**config.mk**
```make
export PLATFORM = sky130hd
export DESIGN_NAME = detector_pixel_autoscale_to_gray
export DESIGN_NICKNAME = d
export VERILOG_FILES = /design/src/rtl/core/dpag_pkg.sv /design/src/rtl/core/dpag_front.sv /design/src/rtl/core/dpag_back.sv /design/src/rtl/core/detector_pixel_autoscale_to_gray.sv
export SDC_FILE = /design/constraint.sdc
export NUM_CORES = 2
export LEC_CHECK = 0
export ABC_AREA = 1
export CORE_UTILIZATION = 40
export DETAILED_ROUTE_END_ITERATION = 10
export DONT_BUFFER_PORTS = 1
export GPL_TIMING_DRIVEN = 0
export PLACE_DENSITY = 0.65
export SLEW_MARGIN = 20
export SYNTH_ARGS = -nofsm -noshare
export SYNTH_HDL_FRONTEND = slang
export SYNTH_SLANG_ARGS = --single-unit
export TNS_END_PERCENT = 30
```
**constraint.sdc**
```tcl
create_clock -name i_clk -period 15.2 [get_ports i_clk]
set_input_delay 1.52 -clock i_clk [delete_from_list [all_inputs] [get_ports i_clk]]
set_output_delay 1.52 -clock i_clk [all_outputs]
set_load 0.02 [all_outputs]
```
**src/rtl/core/dpag_pkg.sv**
```systemverilog
`default_nettype none
package dpag_pkg;
    typedef struct packed {
        logic        operation;
        logic [15:0] pixel;
        logic        in_bounds;
        logic        last;
    } t_in_item;
    typedef struct packed {
        logic        kind;
        logic [7:0]  gray;
        logic [24:0] overload_count;
        logic [31:0] scale_used;
    } t_out_item;
    // classified request passed from front to back
    typedef struct packed {
        logic        is_map;
        logic        last;
        logic        in_bounds;
        logic        is_over;
        logic        is_valid;
        logic [15:0] px;
    } t_work;
    localparam logic        OP_STATS = 1'b0;
    localparam logic        KIND_MAP = 1'b0;
    localparam logic        KIND_SUM = 1'b1;
    localparam logic [1:0]  ADDR_SCALE = 2'd0;
    localparam logic [1:0]  ADDR_NEGATE = 2'd1;
    localparam logic [1:0]  ADDR_SWAP = 2'd2;
    localparam logic [31:0] SCALE_RESET = 32'd53687091;
    localparam logic [56:0] SUMSQ_MAX = {57{1'b1}};
    typedef enum logic [2:0] {
        ST_RUN, ST_DIV, ST_SQRT, ST_OUT
    } t_state;
endpackage
`default_nettype wire

```
**src/rtl/core/dpag_front.sv**
```systemverilog
`default_nettype none
module dpag_front #(
    parameter int DEPTH = 4
) (
    input  wire logic              i_clk,
    input  wire logic              i_rst_n,
    input  wire logic              i_swap,
    input  wire logic              i_push,
    input  wire dpag_pkg::t_in_item i_item,
    output logic                   o_full,
    input  wire logic              i_take,
    output logic                   o_has,
    output dpag_pkg::t_work        o_work
);
    localparam int AW = $clog2(DEPTH);
    dpag_pkg::t_work r_mem [DEPTH];
    logic [AW-1:0] r_wp, r_rp;
    logic [AW:0]   r_cnt;
    dpag_pkg::t_work w;
    logic [15:0] px;
    logic do_push, do_take;
    always_comb begin
        px = i_swap ? {i_item.pixel[7:0], i_item.pixel[15:8]} : i_item.pixel;
        w.is_map = i_item.operation != dpag_pkg::OP_STATS;
        w.last = i_item.last;
        w.in_bounds = i_item.in_bounds;
        w.is_over = px == 16'hFFFF;
        w.is_valid = px != 16'h0000 && px != 16'hFFFF;
        w.px = px;
    end
    assign o_full = r_cnt == (AW+1)'(DEPTH);
    assign o_has = r_cnt != '0;
    assign do_push = i_push && !o_full;
    assign do_take = i_take && o_has;
    assign o_work = r_mem[r_rp];
    always_ff @(posedge i_clk) begin
        if (do_push) r_mem[r_wp] <= w;
        if (!i_rst_n) begin
            r_wp <= '0; r_rp <= '0; r_cnt <= '0;
        end else begin
            if (do_push) r_wp <= (r_wp == AW'(DEPTH-1)) ? '0 : r_wp + 1'b1;
            if (do_take) r_rp <= (r_rp == AW'(DEPTH-1)) ? '0 : r_rp + 1'b1;
            r_cnt <= r_cnt + (AW+1)'(do_push) - (AW+1)'(do_take);
        end
    end
endmodule
`default_nettype wire

```
**src/rtl/core/dpag_back.sv**
```systemverilog
`default_nettype none
module dpag_back #(
    parameter int MAX_FRAME_PIXELS = 16777216
) (
    input  wire logic               i_clk,
    input  wire logic               i_rst_n,
    input  wire logic [31:0]        i_manual_scale,
    input  wire logic               i_negate,
    input  wire logic               i_has,
    input  wire dpag_pkg::t_work    i_work,
    output logic                    o_take,
    output logic                    o_empty,
    input  wire logic               i_pop,
    output dpag_pkg::t_out_item     o_item
);
    localparam int CW = $clog2(MAX_FRAME_PIXELS + 1);
    localparam logic [CW-1:0] CMAX = CW'(MAX_FRAME_PIXELS);
    dpag_pkg::t_state r_st, n_st;
    logic [CW-1:0] r_vc, r_ov;
    logic [56:0]   r_ss;
    logic [31:0]   r_scale;
    logic          r_ovalid;
    dpag_pkg::t_out_item r_out;
    // divider: dividend n*2^56 (CW+56 bits), divisor 25*ss (62 bits)
    logic [63:0]   r_rem, r_den;
    logic [CW+55:0] r_num;
    logic [6:0]    r_cyc;
    logic [63:0]   r_q;
    // square root
    logic [63:0]   r_sv, r_res, r_b;
    logic [24:0]   r_ovsnap;
    logic          slot_free, fire, load_out;
    logic [31:0]   sq;
    logic [57:0]   sum;
    logic [47:0]   prod;
    logic [8:0]    gval;
    logic [63:0]   rsh;
    logic [63:0]   sub;
    logic [63:0]   rb;
    assign slot_free = !r_ovalid || i_pop;
    assign fire = r_st == dpag_pkg::ST_RUN && i_has && slot_free;
    assign load_out = (fire && (i_work.is_map ||
                                (i_work.last && i_manual_scale != 32'd0))) ||
                      (r_st == dpag_pkg::ST_OUT && slot_free);
    assign o_take = fire;
    assign o_empty = !r_ovalid;
    assign o_item = r_out;
    always_comb begin
        n_st = r_st;
        case (r_st)
            dpag_pkg::ST_RUN:
                if (fire && !i_work.is_map && i_work.last && i_manual_scale == 32'd0)
                    n_st = dpag_pkg::ST_DIV;
            dpag_pkg::ST_DIV:  if (r_cyc == 7'd0) n_st = dpag_pkg::ST_SQRT;
            dpag_pkg::ST_SQRT: if (r_b == 64'd0) n_st = dpag_pkg::ST_OUT;
            dpag_pkg::ST_OUT:  if (slot_free) n_st = dpag_pkg::ST_RUN;
            default: n_st = dpag_pkg::ST_RUN;
        endcase
    end
    always_comb begin
        sq = 32'(i_work.px) * 32'(i_work.px);
        sum = {1'b0, r_ss} + 58'(sq);
        prod = 48'(r_scale) * 48'(i_work.px);
        if (prod < 48'h100000) gval = 9'd1;
        else if (prod > 48'd267386880) gval = 9'd255;
        else if (i_negate) gval = 9'(prod[47:20]) + 9'(prod[19:0] != '0);
        else gval = 9'(prod[47:20]);
        rsh = {r_rem[62:0], r_num[CW+55]};
        sub = r_res + r_b;
        rb = r_b;
    end
    always_ff @(posedge i_clk) begin
        if (!i_rst_n) begin
            r_st <= dpag_pkg::ST_RUN;
            r_vc <= '0; r_ov <= '0; r_ss <= '0;
            r_scale <= dpag_pkg::SCALE_RESET;
            r_ovalid <= 1'b0;
        end else begin
            r_st <= n_st;
            if (load_out) r_ovalid <= 1'b1;
            else if (i_pop && r_ovalid) r_ovalid <= 1'b0;
            case (r_st)
                dpag_pkg::ST_RUN: if (fire) begin
                    if (i_work.is_map) begin
                        r_out.kind <= dpag_pkg::KIND_MAP;
                        r_out.overload_count <= '0;
                        r_out.scale_used <= '0;
                        if (!i_work.in_bounds) r_out.gray <= i_negate ? 8'd254 : 8'd1;
                        else if (i_work.is_over) r_out.gray <= i_negate ? 8'd255 : 8'd0;
                        else r_out.gray <= i_negate ? 8'(9'd255 - gval) : gval[7:0];
                    end else begin
                        logic [CW-1:0] vc, ov;
                        logic [56:0] ss;
                        vc = r_vc; ov = r_ov; ss = r_ss;
                        if (i_work.is_over && ov < CMAX) ov = ov + 1'b1;
                        if (i_work.is_valid) begin
                            if (vc < CMAX) vc = vc + 1'b1;
                            ss = sum[57] ? dpag_pkg::SUMSQ_MAX : sum[56:0];
                        end
                        if (i_work.last) begin
                            r_vc <= '0; r_ov <= '0; r_ss <= '0;
                            r_ovsnap <= 25'(ov);
                            if (i_manual_scale != 32'd0) begin
                                r_scale <= i_manual_scale;
                                r_out.kind <= dpag_pkg::KIND_SUM;
                                r_out.gray <= '0;
                                r_out.overload_count <= 25'(ov);
                                r_out.scale_used <= i_manual_scale;
                            end else begin
                                if (vc == '0 || ss == '0) begin
                                    r_num <= {(CW)'(1), 56'd0};
                                    r_den <= 64'd25;
                                end else begin
                                    r_num <= {vc, 56'd0};
                                    r_den <= 64'(ss) * 64'd25;
                                end
                                r_rem <= '0; r_q <= '0;
                                r_cyc <= 7'(CW + 55);
                            end
                        end else begin
                            r_vc <= vc; r_ov <= ov; r_ss <= ss;
                        end
                    end
                end
                dpag_pkg::ST_DIV: begin
                    r_num <= r_num << 1;
                    r_cyc <= r_cyc - 1'b1;
                    if (rsh >= r_den) begin
                        r_rem <= rsh - r_den; r_q <= {r_q[62:0], 1'b1};
                    end else begin
                        r_rem <= rsh; r_q <= {r_q[62:0], 1'b0};
                    end
                    if (r_cyc == 7'd0) begin
                        r_res <= '0; r_b <= 64'h4000_0000_0000_0000;
                        r_sv <= (rsh >= r_den) ? {r_q[62:0], 1'b1} : {r_q[62:0], 1'b0};
                    end
                end
                dpag_pkg::ST_SQRT: if (rb != 0) begin
                    if (r_sv >= sub) begin
                        r_sv <= r_sv - sub; r_res <= (r_res >> 1) + rb;
                    end else r_res <= r_res >> 1;
                    r_b <= rb >> 2;
                end
                dpag_pkg::ST_OUT: if (slot_free) begin
                    r_scale <= r_res[31:0];
                    r_out.kind <= dpag_pkg::KIND_SUM;
                    r_out.gray <= '0;
                    r_out.overload_count <= r_ovsnap;
                    r_out.scale_used <= r_res[31:0];
                end
                default: ;
            endcase
        end
    end
endmodule
`default_nettype wire

```
**src/rtl/core/detector_pixel_autoscale_to_gray.sv**
```systemverilog
// Detector pixel autoscale to gray.
// Input queue: push a request (operation, pixel, in_bounds, last) while full
// is low. Result register: the result is shown while empty is low; pop
// takes it. Configuration over an APB-style port: manual scale at 0x0,
// negate at 0x4, byte swap at 0x8; pready is always high.
// Requests are byte-swapped if enabled and classified on entry, then held
// in a four-deep queue ahead of the execution stage.
// Map and statistics requests: one per cycle while the result register is
// free or being popped. A request is written into the front queue and then
// taken by the execution stage, which registers a map result as it takes it.
// Frame end with autoscale: a bit-serial divider, a radix-4 square root and
// an output state follow in turn; the execution stage holds further
// requests meanwhile while the front queue keeps accepting until full.
// When the receiver stalls, the result register holds and the execution
// stage waits; the front queue absorbs up to four requests.
// Reset (synchronous, active low) clears the statistics, the queues and the
// registers, and sets the scale to the autoscale value for sigma one.
`default_nettype none
module detector_pixel_autoscale_to_gray #(
    parameter int MAX_FRAME_PIXELS = 16777216
) (
    input  wire logic                i_clk,
    input  wire logic                i_rst_n,
    input  wire logic                i_push,
    output logic                     o_full,
    input  wire dpag_pkg::t_in_item  i_item,
    output logic                     o_empty,
    input  wire logic                i_pop,
    output dpag_pkg::t_out_item      o_item,
    input  wire logic                psel,
    input  wire logic                penable,
    input  wire logic                pwrite,
    input  wire logic [3:0]          paddr,
    input  wire logic [31:0]         pwdata,
    output logic [31:0]              prdata,
    output logic                     pready
);
    logic [31:0] r_manual_scale;
    logic        r_negate, r_swap;
    logic        has, take;
    dpag_pkg::t_work work;

    assign pready = 1'b1;
    // register writes complete on the access cycle
    always_ff @(posedge i_clk) begin
        if (!i_rst_n) begin
            r_manual_scale <= '0; r_negate <= 1'b0; r_swap <= 1'b0;
        end else if (psel && penable && pwrite) begin
            case (paddr[3:2])
                dpag_pkg::ADDR_SCALE:  r_manual_scale <= pwdata;
                dpag_pkg::ADDR_NEGATE: r_negate <= pwdata[0];
                dpag_pkg::ADDR_SWAP:   r_swap <= pwdata[0];
                default: ;
            endcase
        end
    end
    always_comb begin
        case (paddr[3:2])
            dpag_pkg::ADDR_SCALE:  prdata = r_manual_scale;
            dpag_pkg::ADDR_NEGATE: prdata = {31'd0, r_negate};
            dpag_pkg::ADDR_SWAP:   prdata = {31'd0, r_swap};
            default:               prdata = '0;
        endcase
    end

    dpag_front #(.DEPTH(4)) u_front (
        .i_clk(i_clk), .i_rst_n(i_rst_n), .i_swap(r_swap),
        .i_push(i_push), .i_item(i_item), .o_full(o_full),
        .i_take(take), .o_has(has), .o_work(work)
    );
    dpag_back #(.MAX_FRAME_PIXELS(MAX_FRAME_PIXELS)) u_back (
        .i_clk(i_clk), .i_rst_n(i_rst_n), .i_manual_scale(r_manual_scale),
        .i_negate(r_negate), .i_has(has), .i_work(work), .o_take(take),
        .o_empty(o_empty), .i_pop(i_pop), .o_item(o_item)
    );
endmodule
`default_nettype wire
```
# Yosys cells after proc, flatten, opt, wreduce, memory -nomap -nowiden
# Memories as Yosys holds them, arrays and structs flattened. A register that Yosys moved wholly into a read port is not among the register bits.
# Cells that the tools add are included.
# op_classes
add_sub_neg	14
n_mul	3
n_lt_le_gt_ge	6
eq_ne	23
n_mux	81
n_bitwise	2
n_reduce_logical	50
# ops
operator	count
$mux 64	8
$mux 81	5
$mux 57	7
$pmux 64 s2	3
$mux 66	5
$mux 63	5
$pmux 63 s2	2
$mux 25	9
$pmux 81 s2	1
$mux 32	5
$pmux 66 s2	1
$pmux 32 s3	1
$add 63x64->64	1
$add 64x64->64	1
$ge 64x62->1	1
$ge 64x64->1	1
$logic_not 64->1	1
$mux 8	8
$pmux 32 s2	1
$reduce_bool 64->1	1
$sub 64x64->64	1
$sub 63x62->63	1
$mul 57x5->62 const B	1
$add 57x32->58	1
other kinds (50)	108
# word_totals
register_bits	743
ram_bits	84
mem_count	1
# mem_list
name	words	width	read_ports	rd_clocked_by_memory_dff	wr	line_no	rtl
u_front.r_mem	4	21	1	1	1	dpag_front.sv:16	dpag_pkg::t_work r_mem [DEPTH];

# Logic depth before layout (Yosys ltp)
# depth
word_depth	16
mapped_depth	60
mapped_depth_nobuf	56

# Hierarchy
# Synthesis repeated with hierarchy kept, for this count alone.
# hier_totals
hier_cells	10816
hier_area_um2	80473.4
# modules_own_cells
mod	n_inst	cells_each	area_each_um2
dpag_back	1	10123	74607.8
dpag_front	1	396	4078.9
detector_pixel_autoscale_to_gray	1	297	1786.7

# Least setup slack after synthesis
# Ideal clock, no wire load.
# synth_path
path_kind	in2reg
start	input i_pop
end	register u_back.r_out (netlist bit u_back.o_item[0]) (enable)
setup_ps	842
arrival_time_ps	12541
required_ps	14358
slack_ps	1817
cell_stages	6
path_buffers	0
cell_sequence	nor2_1 nor3_1 inv_1 nand2_1 nand2_1 a2111oi_0
# synth_between
elab_chain_len	4
word_cells_on_any_way	5
cone_classes	2 x eq/ne; 3 x reduce/logical
# synth_rtl
item	line_no	rtl
start, declared	detector_pixel_autoscale_to_gray.sv:28	input wire logic i_pop,
$logic_or 1x1->1 (*)	dpag_back.sv:40	assign slot_free = !r_ovalid || i_pop;
$logic_and 1x1->1	dpag_back.sv:41	assign fire = r_st == dpag_pkg::ST_RUN && i_has && slot_free;
$ne 2x1->1 (no line)	-	
$reduce_and 6->1 (no line) (*)	-	
end, declared	dpag_back.sv:23	dpag_pkg::t_out_item r_out;
# Every way passes the cells marked *; elsewhere a longest branch is shown, timed or not.
# A chain may end at the register's enable or synchronous reset.

==> tab_implementation.tex <==
\begin{tabular}{lr}
\hline
Metric & Value \\
\hline
\multicolumn{2}{l}{\textbf{Status}} \\
Status & finished, final reports clean \\
\multicolumn{2}{l}{\textbf{Worst setup path}} \\
Maximum fanout encountered on the critical timing path & 10 \\
Register-to-Register Setup Slack & 1650 ps \\
Critical Path Source Type & flop \\
Stages on worst setup path & 51 \\
Crit-path leading delay family & adder cells \\
FF-to-FF path depth & 51 \\
Arr. time, crit path & 14080 ps \\
Most Frequent Cell on Critical Path & sky130\_fd\_sc\_hd\_\_inv\_1 \\
Kind of capture point of the worst setup path & flop \\
Reg2Reg Capture Point & u\_back.r\_den[54] \\
Delay of the slowest critical-path stage & 890 ps \\
CP Data Required Time & 15730 ps \\
Setup CP Type & reg -> reg \\
Buffer and inverter count on the worst path & 15 \\
Critical path destination & u\_back.r\_den[54] \\
Slowest CP cell & sky130\_fd\_sc\_hd\_\_clkbuf\_1 \\
\multicolumn{2}{l}{\textbf{Placement}} \\
Area after detailed placement & 82220 um2 \\
Placed wire-length estimate & 219600 um \\
RD Place Congestion & 1.019 \\
Number of port buffers & 0 \\
Placed cell count & 12896 \\
\multicolumn{2}{l}{\textbf{Global route}} \\
Vias in the first global route & 68367 \\
Total grt overflow & 0 \\
Pin count of the biggest net entering global routing & 67 \\
Number of antenna violations at the first check in global routing & 10 \\
Global routing usage summed across all routing layers & 26.55\% \\
First-pass GRT wire length & 403900 um \\
\multicolumn{2}{l}{\textbf{Timing}} \\
Highest achievable clock rate & 0.07380 GHz \\
Portion of the clock cycle consumed by the worst path in the final layout & 89.14\% \\
Count of endpoints failing hold in the final timing report & 0 \\
Final critical-path required period & 13550 ps \\
Final count of pins violating max slew & 0 \\
Slew at the pin closest to its max-slew limit & 1196 ps \\
Rel. slew slack & 19.99\% \\
RSZ-0062 raised after global routing & false \\
Final-report setup violation count & 0 \\
Post-Route Skew & 74.98 ps \\
\multicolumn{2}{l}{\textbf{Clock network}} \\
CTS H-tree depth & 3 \\
Cell at the root of the clock tree & sky130\_fd\_sc\_hd\_\_clkbuf\_16 \\
Clock latency of the later-clocked register in the worst-skew pair & 770 ps \\
\# clock sinks & 740 \\
Hold-fix buffer count after cts & 0 \\
TritonCTS clock tree & yes \\
PostCTS Resize Cnt & 0 \\
Buffer count from post-CTS setup fixing & 0 \\
Number of clock buffers inserted by TritonCTS & 89 \\
Clk pin slew, worst setup/hold paths & 60 ps \\
Maximum root-to-sink buffer count & 3 \\
\multicolumn{2}{l}{\textbf{Worst hold path}} \\
Type of the tightest min-delay check & reg -> reg \\
Hold path depth & 2 \\
\multicolumn{2}{l}{\textbf{Routing}} \\
Vias & 69097 \\
TritonRoute pass-1 iters & 9 \\
Average wire per standard cell & 20.26 um \\
Number of nets with antenna violations after routing & 0 \\
DRC marker count from the first detailed-route iteration & 6288 \\
DRC violations left & 0 \\
Post-DR vias/cell & 5.285 \\
Total Wirelength & 264800 um \\
\multicolumn{2}{l}{\textbf{Final layout}} \\
Final nets & 11729 \\
Non-Filler Cell Area, Final & 85180 um2 \\
Layout cells sized above 1 & 3.209\% \\
Non-Filler Instances & 13074 \\
Layout overhead on the synthesized area & 8.727\% \\
\multicolumn{2}{l}{\textbf{Die}} \\
Floorplan die area & 197600 um2 \\
X dimension of the die & 444.6 um \\
Die outline height & 444.6 um \\
Core Box Area & 194800 um2 \\
Starting utilization of the core area & 40.22\% \\
Number of top-level pins & 163 \\
Row count & 162 \\
\multicolumn{2}{l}{\textbf{Synth}} \\
Syn Inst Count & 10239 \\
Synthesized netlist net count & 11605 \\
Post-synthesis sequential area ratio & 26.00\% \\
Count leader, synth & sky130\_fd\_sc\_hd\_\_nand2\_1 \\
Commonest cells in the synthesized netlist & sky130\_fd\_sc\_hd\_\_nand2\_1, sky130\_fd\_sc\_hd\_\_inv\_1, sky130\_fd\_sc\_hd\_\_nor2\_1 \\
Main area contributors after synthesis & sky130\_fd\_sc\_hd\_\_edfxtp\_1, sky130\_fd\_sc\_hd\_\_fa\_1, sky130\_fd\_sc\_hd\_\_nand2\_1, sky130\_fd\_sc\_hd\_\_ha\_1, sky130\_fd\_sc\_hd\_\_inv\_1 \\
Post-synth top area share & 21.27\% \\
Cell Area, Synth & 78340 um2 \\
Dominant cell type by area after synthesis & sky130\_fd\_sc\_hd\_\_edfxtp\_1 \\
Share of flip-flops with an asynchronous set or reset after synthesis & 0\% \\
Post-synth cell types & 70 \\
Most used DFF post-synth & sky130\_fd\_sc\_hd\_\_edfxtp\_1 \\
Count of flip-flops with a built-in enable after synthesis & 555 \\
Total number of yosys warnings & 0 \\
\#FFs+latches synth & 740 \\
Synthesized area per cell & 7.651 um2 \\
\multicolumn{2}{l}{\textbf{Run}} \\
Count of max-cap constraint violations & 0 \\
\hline
\end{tabular}
-- how the worst min path moves through the flow --
stage / start / endpoint / slack, ps
global placement: u_back.r_ss[19] / u_back.r_ss[19] / 450
finish: u_back.r_ss[28] / u_back.r_ss[28] / 460
floorplan: u_back.r_ss[19] / u_back.r_ss[19] / 450
CTS: u_back.r_ss[28] / u_back.r_ss[28] / 470
detailed placement: u_back.r_ss[28] / u_back.r_ss[28] / 460
global route: u_back.r_ss[30] / u_back.r_ss[30] / 500
-- metrics by stage --
| step | util, % | hold slack (ps) | setup TNS, ps | setup slack (ps) |
|---|---|---|---|---|
| floorplan | - | 445.3 | 0 | 1817 |
| global placement | 41.90 | 453.3 | -444570 | -6745 |
| detailed placement | 42.21 | 456.7 | 0 | 1839 |
| CTS | 43.71 | 465.8 | 0 | 1705 |
| global route | 43.73 | 497.3 | 0 | 896.6 |
| finish | 43.73 | 464.6 | 0 | 1650 |
-- flip-flops by register name, indices dropped and copies added, names as in the netlist, 3 cells and up, named ones only --
signal           flops
u_back.r_sv         64
r_manual_scale      32
u_back.r_ov         25
u_back.r_res        64
u_back.r_vc         25
u_back.r_den        62
u_front.r_cnt        3
u_back.r_num        25
u_back.r_q          63
u_back.r_scale      32
u_back.r_b          32
u_back.r_ss         57
u_back.r_ovsnap     25
u_back.o_item       66
u_back.r_cyc         7
u_back.r_rem        63
u_front.r_mem       84
-- cell families after synthesis --
group	after synthesis	synth area share (%)
buffers and inverters	2274	11.02
adder cells (fa/ha/maj)	1304	27.19
AND/OR/NAND/NOR	3950	20.61
other	1	0.004787
XOR/XNOR	305	3.410
flip-flops	740	26.00
AO/OA/AOI/OAI	1663	11.74
multiplexers	2	0.02715
-- worst register-to-register path, delay by kind of cell, from the launching register on --
family | cells | cell delay, ps
AO/OA/AOI/OAI | 11 | 2410
flip-flops | 1 | 400
buffers and inverters | 15 | 3500
adder cells (fa/ha/maj) | 11 | 4910
AND/OR/NAND/NOR | 14 | 2110
-- final cells by class --
class | instances | area [um2]
fill | 19764 | 109600
multi-input combinational | 7225 | 49460
sequential | 740 | 20370
inverter | 1994 | 7491
tap | 2624 | 3283
clock buffer | 116 | 2441
buffer | 280 | 1155
clock inverter | 51 | 481.7
timing repair buffer | 33 | 470.5
antenna | 11 | 27.53
-- metal layers --
layer  vias to the layer above  routed length [um]  track usage (%)
met5                         -                  21                0
met4                         4               17330            15.19
met3                       524               18400            4.058
met2                      2561              120300            42.85
met1                     33105              108700            33.87
li1                      32903                   -                -
-- placed cells by master, fill, tap and decap left out, drive strengths merged, types with 285 or more instances in the layout --
cell type / count
a21oi: 714
clkbuf: 338
edfxtp: 555
fa: 664
ha: 640
inv: 1992
nand2: 2339
nand3: 285
nor2: 965
o21ai: 590
Power is not shown: default switching activity piles up to over one toggle a cycle in this logic, so the estimate is an artifact.
